File: src/hw/rtl/phht_pkg.sv
`timescale 1ns / 1ps
// ----------------------------------------------------------------------------
// phht_pkg
// Shared widths, fixed-point constants and types for the pitch hold
// hysteresis tracker.
// ----------------------------------------------------------------------------
package phht_pkg;

    localparam int FREQ_W  = 24;
    localparam int CONF_W  = 16;
    localparam int RATIO_W = 16;
    localparam int CNT_W   = 8;
    localparam int FRAC_W  = 16;
    localparam int K_W     = 17;
    localparam int PROD_W  = FREQ_W + K_W;
    localparam int NBANDS  = 3;

    // Ratio bounds in Q1.16
    localparam logic [K_W-1:0] JUMP_MAX = 17'd45022;
    localparam logic [K_W-1:0] CONFIRM_LO = 17'd59064;
    localparam logic [K_W-1:0] CONFIRM_HI = 17'd72717;
    localparam logic [NBANDS-1:0][K_W-1:0] BAND_LO = {17'd41001, 17'd30751, 17'd20500};
    localparam logic [NBANDS-1:0][K_W-1:0] BAND_HI = {17'd46557, 17'd34918, 17'd23278};

    localparam logic [RATIO_W-1:0] VETO_RATIO = 16'd640;
    localparam logic [CONF_W-1:0]  CONF_CAP   = 16'd36045;
    localparam logic [CNT_W-1:0]   CNT_MAX    = 8'hFF;
    localparam logic [CNT_W-1:0]   CONFIRM_RESET = 8'd2;

    // Frequency times each published-pitch bound
    typedef struct packed {
        logic [PROD_W-1:0]             jump;
        logic [NBANDS-1:0][PROD_W-1:0] band_lo;
        logic [NBANDS-1:0][PROD_W-1:0] band_hi;
    } pub_prod_t;

    // Frequency times the confirmation window bounds
    typedef struct packed {
        logic [PROD_W-1:0] lo;
        logic [PROD_W-1:0] hi;
    } pend_prod_t;

    typedef struct packed {
        logic              present;
        logic [FREQ_W-1:0] freq;
        logic [CONF_W-1:0] conf;
        logic              ratio_present;
        logic [RATIO_W-1:0] ratio;
        logic [PROD_W-1:0] lhs;
        pub_prod_t         pub;
        pend_prod_t        pend;
    } item_t;

endpackage

File: src/hw/rtl/phht_in_stage.sv
`timescale 1ns / 1ps
// ----------------------------------------------------------------------------
// phht_in_stage
// Input register. Forms the constant-bound products of the incoming
// frequency so the tracker only compares registered values.
// ----------------------------------------------------------------------------
module phht_in_stage
(
    input  logic                             clk,
    input  logic                             rst_n,
    input  logic                             in_valid,
    output logic                             in_ready,
    input  logic                             estimate_present,
    input  logic [phht_pkg::FREQ_W-1:0]      estimate_frequency,
    input  logic [phht_pkg::CONF_W-1:0]      estimate_confidence,
    input  logic                             upper_ratio_present,
    input  logic [phht_pkg::RATIO_W-1:0]     upper_ratio,
    output logic                             item_valid,
    input  logic                             item_ready,
    output phht_pkg::item_t                  item
);

    logic            valid_reg;
    logic            valid_next;
    phht_pkg::item_t item_reg;
    phht_pkg::item_t item_next;
    logic [phht_pkg::PROD_W-1:0] f_ext;

    assign in_ready   = !valid_reg || item_ready;
    assign item_valid = valid_reg;
    assign item       = item_reg;
    assign f_ext      = phht_pkg::PROD_W'(estimate_frequency);

    always_comb
    begin
        item_next.present       = estimate_present;
        item_next.freq          = estimate_frequency;
        item_next.conf          = estimate_confidence;
        item_next.ratio_present = upper_ratio_present;
        item_next.ratio         = upper_ratio;
        item_next.lhs           = phht_pkg::PROD_W'({estimate_frequency,
                                                     {phht_pkg::FRAC_W{1'b0}}});
        item_next.pub.jump      = f_ext * phht_pkg::PROD_W'(phht_pkg::JUMP_MAX);
        for (int k = 0; k < phht_pkg::NBANDS; k++)
        begin
            item_next.pub.band_lo[k] = f_ext * phht_pkg::PROD_W'(phht_pkg::BAND_LO[k]);
            item_next.pub.band_hi[k] = f_ext * phht_pkg::PROD_W'(phht_pkg::BAND_HI[k]);
        end
        item_next.pend.lo = f_ext * phht_pkg::PROD_W'(phht_pkg::CONFIRM_LO);
        item_next.pend.hi = f_ext * phht_pkg::PROD_W'(phht_pkg::CONFIRM_HI);
    end

    always_comb
    begin
        valid_next = valid_reg;
        if (in_ready)
        begin
            valid_next = in_valid;
        end
    end

    always_ff @(posedge clk or negedge rst_n)
    begin
        if (!rst_n)
        begin
            valid_reg <= 1'b0;
        end
        else
        begin
            valid_reg <= valid_next;
        end
    end

    always_ff @(posedge clk)
    begin
        if (in_valid && in_ready)
        begin
            item_reg <= item_next;
        end
    end

endmodule

File: src/hw/rtl/phht_track.sv
`timescale 1ns / 1ps
// ----------------------------------------------------------------------------
// phht_track
// Tracker state, hold decision and result register. Compares the
// registered item against products kept for the published and pending
// pitch, updates state and loads one result per item.
// ----------------------------------------------------------------------------
module phht_track
(
    input  logic                             clk,
    input  logic                             rst_n,
    input  logic                             cfg_valid,
    output logic                             cfg_ready,
    input  logic [phht_pkg::CNT_W-1:0]       cfg_data,
    input  logic                             item_valid,
    output logic                             item_ready,
    input  phht_pkg::item_t                  item,
    output logic                             out_valid,
    input  logic                             out_ready,
    output logic                             pitch_valid,
    output logic [phht_pkg::FREQ_W-1:0]      pitch_frequency,
    output logic [phht_pkg::CONF_W-1:0]      pitch_confidence,
    output logic                             holding_old_pitch
);

    logic [phht_pkg::CNT_W-1:0]  need_cfg_reg;
    logic [phht_pkg::CNT_W-1:0]  need;

    logic                        pub_valid_reg, pub_valid_next;
    logic [phht_pkg::FREQ_W-1:0] pub_freq_reg, pub_freq_next;
    phht_pkg::pub_prod_t         pub_prod_reg, pub_prod_next;
    logic                        pend_valid_reg, pend_valid_next;
    phht_pkg::pend_prod_t        pend_prod_reg, pend_prod_next;
    logic [phht_pkg::CNT_W-1:0]  count_reg, count_next;

    logic                        out_valid_reg, out_valid_next;
    logic                        pv_next, hold_next;
    logic [phht_pkg::FREQ_W-1:0] pf_next;
    logic [phht_pkg::CONF_W-1:0] pc_next;
    logic                        pv_reg, hold_reg;
    logic [phht_pkg::FREQ_W-1:0] pf_reg;
    logic [phht_pkg::CONF_W-1:0] pc_reg;

    logic                        take;
    logic                        in_band;
    logic                        suspicious;
    logic                        confirm;
    logic [phht_pkg::CNT_W-1:0]  count_new;
    logic [phht_pkg::CONF_W-1:0] conf_capped;

    assign cfg_ready  = 1'b1;
    assign item_ready = !out_valid_reg || out_ready;
    assign take       = item_valid && item_ready;
    assign need       = (need_cfg_reg == '0) ? phht_pkg::CNT_W'(1) : need_cfg_reg;

    assign out_valid         = out_valid_reg;
    assign pitch_valid       = pv_reg;
    assign pitch_frequency   = pf_reg;
    assign pitch_confidence  = pc_reg;
    assign holding_old_pitch = hold_reg;

    always_comb
    begin
        in_band = 1'b0;
        for (int k = 0; k < phht_pkg::NBANDS; k++)
        begin
            if (item.lhs >= pub_prod_reg.band_lo[k] && item.lhs <= pub_prod_reg.band_hi[k])
            begin
                in_band = 1'b1;
            end
        end
        suspicious = (item.freq < pub_freq_reg) && (item.lhs <= pub_prod_reg.jump) && in_band;
        confirm    = pend_valid_reg && (item.lhs >= pend_prod_reg.lo)
                     && (item.lhs <= pend_prod_reg.hi);
        if (confirm)
        begin
            count_new = (count_reg != phht_pkg::CNT_MAX) ?
                        count_reg + phht_pkg::CNT_W'(1) : count_reg;
        end
        else
        begin
            count_new = phht_pkg::CNT_W'(1);
        end
        conf_capped = (item.conf < phht_pkg::CONF_CAP) ? item.conf : phht_pkg::CONF_CAP;
    end

    always_comb
    begin
        pub_valid_next  = pub_valid_reg;
        pub_freq_next   = pub_freq_reg;
        pub_prod_next   = pub_prod_reg;
        pend_valid_next = pend_valid_reg;
        pend_prod_next  = pend_prod_reg;
        count_next      = count_reg;
        out_valid_next  = out_valid_reg;
        pv_next         = pv_reg;
        pf_next         = pf_reg;
        pc_next         = pc_reg;
        hold_next       = hold_reg;

        if (item_ready)
        begin
            out_valid_next = item_valid;
        end

        if (take)
        begin
            pv_next   = 1'b1;
            pf_next   = item.freq;
            pc_next   = item.conf;
            hold_next = 1'b0;
            if (!item.present)
            begin
                // silence
                pub_valid_next  = 1'b0;
                pub_freq_next   = '0;
                pub_prod_next   = '0;
                pend_valid_next = 1'b0;
                pend_prod_next  = '0;
                count_next      = '0;
                pv_next         = 1'b0;
                pf_next         = '0;
                pc_next         = '0;
            end
            else if (!pub_valid_reg || !suspicious)
            begin
                if (pub_valid_reg)
                begin
                    pend_valid_next = 1'b0;
                    pend_prod_next  = '0;
                    count_next      = '0;
                end
                pub_valid_next = 1'b1;
                pub_freq_next  = item.freq;
                pub_prod_next  = item.pub;
            end
            else if (item.ratio_present && item.ratio >= phht_pkg::VETO_RATIO)
            begin
                pend_valid_next = 1'b0;
                pend_prod_next  = '0;
                count_next      = '0;
                pf_next         = pub_freq_reg;
                pc_next         = conf_capped;
                hold_next       = 1'b1;
            end
            else if (!item.ratio_present)
            begin
                pend_valid_next = 1'b0;
                pend_prod_next  = '0;
                count_next      = '0;
                pub_freq_next   = item.freq;
                pub_prod_next   = item.pub;
            end
            else if (count_new >= need)
            begin
                pend_valid_next = 1'b0;
                pend_prod_next  = '0;
                count_next      = '0;
                pub_freq_next   = item.freq;
                pub_prod_next   = item.pub;
            end
            else
            begin
                count_next = count_new;
                if (!confirm)
                begin
                    pend_valid_next = 1'b1;
                    pend_prod_next  = item.pend;
                end
                pf_next   = pub_freq_reg;
                pc_next   = conf_capped;
                hold_next = 1'b1;
            end
        end
    end

    always_ff @(posedge clk or negedge rst_n)
    begin
        if (!rst_n)
        begin
            need_cfg_reg   <= phht_pkg::CONFIRM_RESET;
            pub_valid_reg  <= 1'b0;
            pub_freq_reg   <= '0;
            pub_prod_reg   <= '0;
            pend_valid_reg <= 1'b0;
            pend_prod_reg  <= '0;
            count_reg      <= '0;
            out_valid_reg  <= 1'b0;
        end
        else
        begin
            if (cfg_valid && cfg_ready)
            begin
                need_cfg_reg <= cfg_data;
            end
            pub_valid_reg  <= pub_valid_next;
            pub_freq_reg   <= pub_freq_next;
            pub_prod_reg   <= pub_prod_next;
            pend_valid_reg <= pend_valid_next;
            pend_prod_reg  <= pend_prod_next;
            count_reg      <= count_next;
            out_valid_reg  <= out_valid_next;
        end
    end

    always_ff @(posedge clk)
    begin
        pv_reg   <= pv_next;
        pf_reg   <= pf_next;
        pc_reg   <= pc_next;
        hold_reg <= hold_next;
    end

endmodule

File: src/hw/rtl/pitch_hold_hysteresis_tracker.sv
`timescale 1ns / 1ps
// ----------------------------------------------------------------------------
// pitch_hold_hysteresis_tracker
// Per-frame pitch publisher that holds back suspected harmonic drops.
// ----------------------------------------------------------------------------
// One frame transfer is accepted every clock cycle while the result side does
// not stall, and each yields exactly one result transfer: the input register
// forms the frequency-times-bound products, and the tracker stage compares
// them against the products kept for the published and pending pitch,
// updates state and loads the result register. Stalls on the result side
// hold both stages; while the result waits the input register still takes
// one transfer if empty, so at most two frames are held in the block. The user
// writes required_confirmations via the cfg channel while idle; not enforced.
// ----------------------------------------------------------------------------
module pitch_hold_hysteresis_tracker
(
    input  logic                             clk,
    input  logic                             rst_n,
    input  logic                             cfg_valid,
    output logic                             cfg_ready,
    input  logic [phht_pkg::CNT_W-1:0]       cfg_data,
    input  logic                             in_valid,
    output logic                             in_ready,
    input  logic                             estimate_present,
    input  logic [phht_pkg::FREQ_W-1:0]      estimate_frequency,
    input  logic [phht_pkg::CONF_W-1:0]      estimate_confidence,
    input  logic                             upper_ratio_present,
    input  logic [phht_pkg::RATIO_W-1:0]     upper_ratio,
    output logic                             out_valid,
    input  logic                             out_ready,
    output logic                             pitch_valid,
    output logic [phht_pkg::FREQ_W-1:0]      pitch_frequency,
    output logic [phht_pkg::CONF_W-1:0]      pitch_confidence,
    output logic                             holding_old_pitch
);

    logic            item_valid;
    logic            item_ready;
    phht_pkg::item_t item;

    phht_in_stage u_in_stage
    (
        .clk                 (clk),
        .rst_n               (rst_n),
        .in_valid            (in_valid),
        .in_ready            (in_ready),
        .estimate_present    (estimate_present),
        .estimate_frequency  (estimate_frequency),
        .estimate_confidence (estimate_confidence),
        .upper_ratio_present (upper_ratio_present),
        .upper_ratio         (upper_ratio),
        .item_valid          (item_valid),
        .item_ready          (item_ready),
        .item                (item)
    );

    phht_track u_track
    (
        .clk               (clk),
        .rst_n             (rst_n),
        .cfg_valid         (cfg_valid),
        .cfg_ready         (cfg_ready),
        .cfg_data          (cfg_data),
        .item_valid        (item_valid),
        .item_ready        (item_ready),
        .item              (item),
        .out_valid         (out_valid),
        .out_ready         (out_ready),
        .pitch_valid       (pitch_valid),
        .pitch_frequency   (pitch_frequency),
        .pitch_confidence  (pitch_confidence),
        .holding_old_pitch (holding_old_pitch)
    );

    // hold republishes a pitch with capped confidence
    a_hold_capped: assert property (@(posedge clk) disable iff (!rst_n)
        out_valid && holding_old_pitch |-> pitch_valid
            && pitch_confidence <= phht_pkg::CONF_CAP)
        else $error("hold result without valid pitch or with uncapped confidence");

    // silence result is all zero
    a_silence_zero: assert property (@(posedge clk) disable iff (!rst_n)
        out_valid && !pitch_valid |-> pitch_frequency == '0
            && pitch_confidence == '0 && !holding_old_pitch)
        else $error("silence result not all zero");

    // input stage cannot run ahead while results stall
    a_stall_backpressure: assert property (@(posedge clk) disable iff (!rst_n)
        item_valid && out_valid && !out_ready |-> !in_ready)
        else $error("input accepted while both stages are full");

endmodule
File: config.mk
export PLATFORM = sky130hd
export DESIGN_NAME = pitch_hold_hysteresis_tracker
export DESIGN_NICKNAME = d
export VERILOG_FILES = /design/src/hw/rtl/phht_pkg.sv /design/src/hw/rtl/phht_in_stage.sv /design/src/hw/rtl/phht_track.sv /design/src/hw/rtl/pitch_hold_hysteresis_tracker.sv
export SDC_FILE = /design/constraint.sdc
export NUM_CORES = 2
export LEC_CHECK = 0
export BUFFER_PORTS_ARGS = -buffer_cell sky130_fd_sc_hd__buf_2
export CAP_MARGIN = 30
export CORE_MARGIN = 8
export CORE_UTILIZATION = 35
export CTS_BUF_LIST = sky130_fd_sc_hd__clkbuf_4
export DETAILED_ROUTE_END_ITERATION = 6
export GPL_ROUTABILITY_DRIVEN = 0
export GPL_TIMING_DRIVEN = 0
export PLACE_DENSITY = 0.54
export SKIP_CTS_REPAIR_TIMING = 1
export SYNTH_ARGS = -nofsm -noshare
export SYNTH_HDL_FRONTEND = slang
export SYNTH_SLANG_ARGS = --single-unit
File: constraint.sdc
create_clock -name clk -period 14.73 [get_ports clk]
set_input_delay 1.473 -clock clk [delete_from_list [all_inputs] [get_ports clk]]
set_output_delay 1.473 -clock clk [all_outputs]
set_load 0.1 [all_outputs]
==> impl_results.md <==
- Clk root buf: clkbuf_4
- Initial antenna violation count: 22
- Worst Max-Slew Pin Slew: 1.11 ns
- # Max-Cap Violations: 0
- RSZ-0062 raised after global routing: no
- Yosys cell types: 83
- Post-synth top area cell: fa_1
- Initial Utilization: 0.352
- Setup crit start kind: input pin
- # IOs: 116
- Routed WL: 262 mm
- First-pass GRT wire length: 383 mm
- Fill cells: 21700
- Mapped cell area: 0.0781 mm^2
- Full die area: 0.239 mm^2
- Post-synth ARST share: 0.475
- Largest buffer count on any clock path: 3
- Cts bufs inserted: 221
- Number of flops mapped to enable cells by yosys: 417
- Endpoints failing setup: 0
- Wire length per cell: 24.4 um
- DRT iter0 DRCs: 4093
- Die H: 489 um
- Hold WS: 0.0673 ns
- Layout Utilization: 0.392
- Synth Flop Type: edfxtp_1
- CP Data Required Time: 15.65 ns
- #FFs+latches synth: 795
- Fin. max-slew vios: 0
- Die Span X: 489 um
- Total nets after synthesis: 9291
- Maximum fanout along the worst path: 16
- P&R area growth vs syn: 11.4%
- Largest cells by area after synthesis: fa_1, ha_1, edfxtp_1, dfrtp_1, inv_1
- Port bufs: 107
- Period minus WS final: 9.08 ns
- Setup Crit Path Kind: input pin to flip-flop
- Core ar.: 0.222 mm^2
- Fmax: 0.110 GHz
- Critical Path End Type: flip-flop
- Synth warn: 0
- Max-slew headroom: 0.261
- Syn_area_per_cell: 11.0 um^2
- GRT Total Usage: 0.217
- Crit path arrival time: 10.00 ns
- Status: complete, no violations
- Sequential-to-total area share from yosys stat: 0.281
- Core Rows: 173
- Hold/Removal Path Class: input pin to async pin
- DR vias: 55900
- Max FFs per register: 375
- CTS tree: done
- CTS clk-pin slew, worst paths: 0.06 ns
- Final HPWL DP: 211 mm
- # DRC: 0
- Fraction of layout cells with a size suffix above 1: 0.0836
- Drt pass-1 iters: 6
- Largest net degree at the start of global routing: 105
- Clock Sinks: 795
- Total gr overflow: 0
- Cells after synthesis: 7134
- H-Tree Depth: 4
- Skew final: 0.158 ns
- Final hold violations: 0
- Clk_lat worst skew: 1.38 ns
- Post-route ant nets: 0
- # nets final: 9696
- Routed vias/inst: 5.21
- Synth top area share: 0.224
- Final Cycle Share: 0.617
- Number of global-route vias before repair: 58200
==> area by class of cell <==
type,count,area [um^2],share of cell area
repair buffers,182,2070,0.0238
diodes,11,27.5,0.000316
plain buffers,117,548,0.00630
inverters,1573,5900,0.0678
well taps,2975,3720,0.0428
multi-input cells,4649,49800,0.572
flip-flops and latches,795,22000,0.253
clock inverters,85,503,0.00578
clock buffers,337,2530,0.0291
==> cell usage after synthesis (11+ instances only) <==
cell and count:
o211ai_1 22, a21o_1 224, nor3_1 64, or4_1 11
ha_1 1210, nor2_1 212, nand4_1 59, nand3_1 73
clkbuf_1 53, edfxtp_1 417, xor2_1 103, o31ai_1 13
and3_1 37, a211oi_1 32, nand2b_1 50, buf_2 54
a2111oi_0 13, o21a_1 55, inv_1 1572, o21ai_0 163
nor4_1 32, and2_1 20, xnor2_1 207, dfrtp_1 377
mux2i_1 26, nor2b_1 37, a211o_1 11, nand2_1 170
o21bai_1 53, a21oi_1 322, a31oi_1 30, fa_1 876
a22o_1 359
==> metal layers <==
layer,GRT usage,up-vias,share of wire
met5,0,-,0.00031
met3,0.0476,610,0.074
met1,0.279,28100,0.42
met2,0.351,2057,0.46
met4,0.0999,12,0.053
li1,-,25100,-
==> stage by stage <==
step | setup TNS, ns | instances | cell area [um^2] | setup slack [ns]
2_1_floorplan | 0 | 7134 | 78100 | 3.14
3_3_place_gp | -593.98 | 10200 | 82400 | -1.72
3_5_place_dp | 0 | 10300 | 83800 | 4.51
4_1_cts | 0 | 10700 | 86900 | 5.87
5_1_grt | 0 | 10700 | 87000 | 5.37
6_report | 0 | 10700 | 87100 | 5.65
==> critical path, stage by stage <==
cell      delay (ns)
buf_2           0.75
inv_1           0.51
fa_1            0.72
inv_1           0.22
fa_1            0.57
inv_1           0.05
fa_1            0.47
inv_1           0.05
fa_1            0.51
fa_1            0.55
inv_1           0.05
fa_1            0.55
inv_1           0.05
ha_1            0.39
a21oi_1         0.26
nor2_1          0.12
a211o_1         0.31
a221oi_1        0.57
o21ai_0         0.34
buf_4           0.26
a21oi_1         0.23
a21oi_1         0.19
a31oi_1         0.35
o211ai_1        0.39
==> cell usage in the layout, fill, tap and decap left out, types with 19 or more instances in the layout <==
cell      instances
inv_1          1571
o21a_1           55
nand2_1         170
nor3_1           63
edfxtp_1        417
buf_16           35
o211ai_1         22
and3_1           37
mux2i_1          26
and2_1           19
clkbuf_1         53
o21ai_0         163
xnor2_1         207
buf_2           165
nor4_1           30
a22o_1          359
nand4_1          59
a31oi_1          30
a21oi_1         322
clkbuf_4        337
nand3_1          73
fa_1            876
xor2_1           99
o21bai_1         53
nand2b_1         50
nor2_1          211
ha_1           1210
a211oi_1         32
clkinv_1         53
a21o_1          224
nor2b_1          37
dfrtp_1         377
==> logic make-up (layout without fill, tap and decap cells) <==
family / after synthesis / count (layout) / synth area share
other: 1 / 12 / 0.0000480
DFF: 795 / 795 / 0.281
xor gates and xnor gates: 310 / 310 / 0.0347
muxes: 27 / 27 / 0.00347
and+or+nand+nor: 824 / 824 / 0.0529
adders and majority gates: 2086 / 2086 / 0.418
buffers and inverters: 1690 / 2294 / 0.0826
AOI/OAI and AO/OA: 1401 / 1401 / 0.127
==> worst paths after layout <==
path,start,to,slack [ns],cells past startpoint
max in group asynchronous,rst_n,u_track.pend_prod_reg[22]$_DFFE_PN0P_,12.96,3
worst max-delay path,estimate_frequency[6],u_in_stage.item[367]$_DFFE_PP_,5.65,24
min in group clk,estimate_confidence[15],u_in_stage.item[442]$_DFFE_PP_,0.29,1
worst max register to register,u_in_stage.item[453]$_DFFE_PP_,u_track.pend_prod_reg[61]$_DFFE_PN0P_,5.65,25
worst min-delay path,rst_n,u_track.out_valid$_DFFE_PN0P_,0.07,1
worst min register to register,u_in_stage.item[367]$_DFFE_PP_,u_track.pub_prod_reg[285]$_DFFE_PN0P_,0.41,1
Power is not shown: default switching activity piles up to over one toggle a cycle in this logic, so the estimate is an artifact.
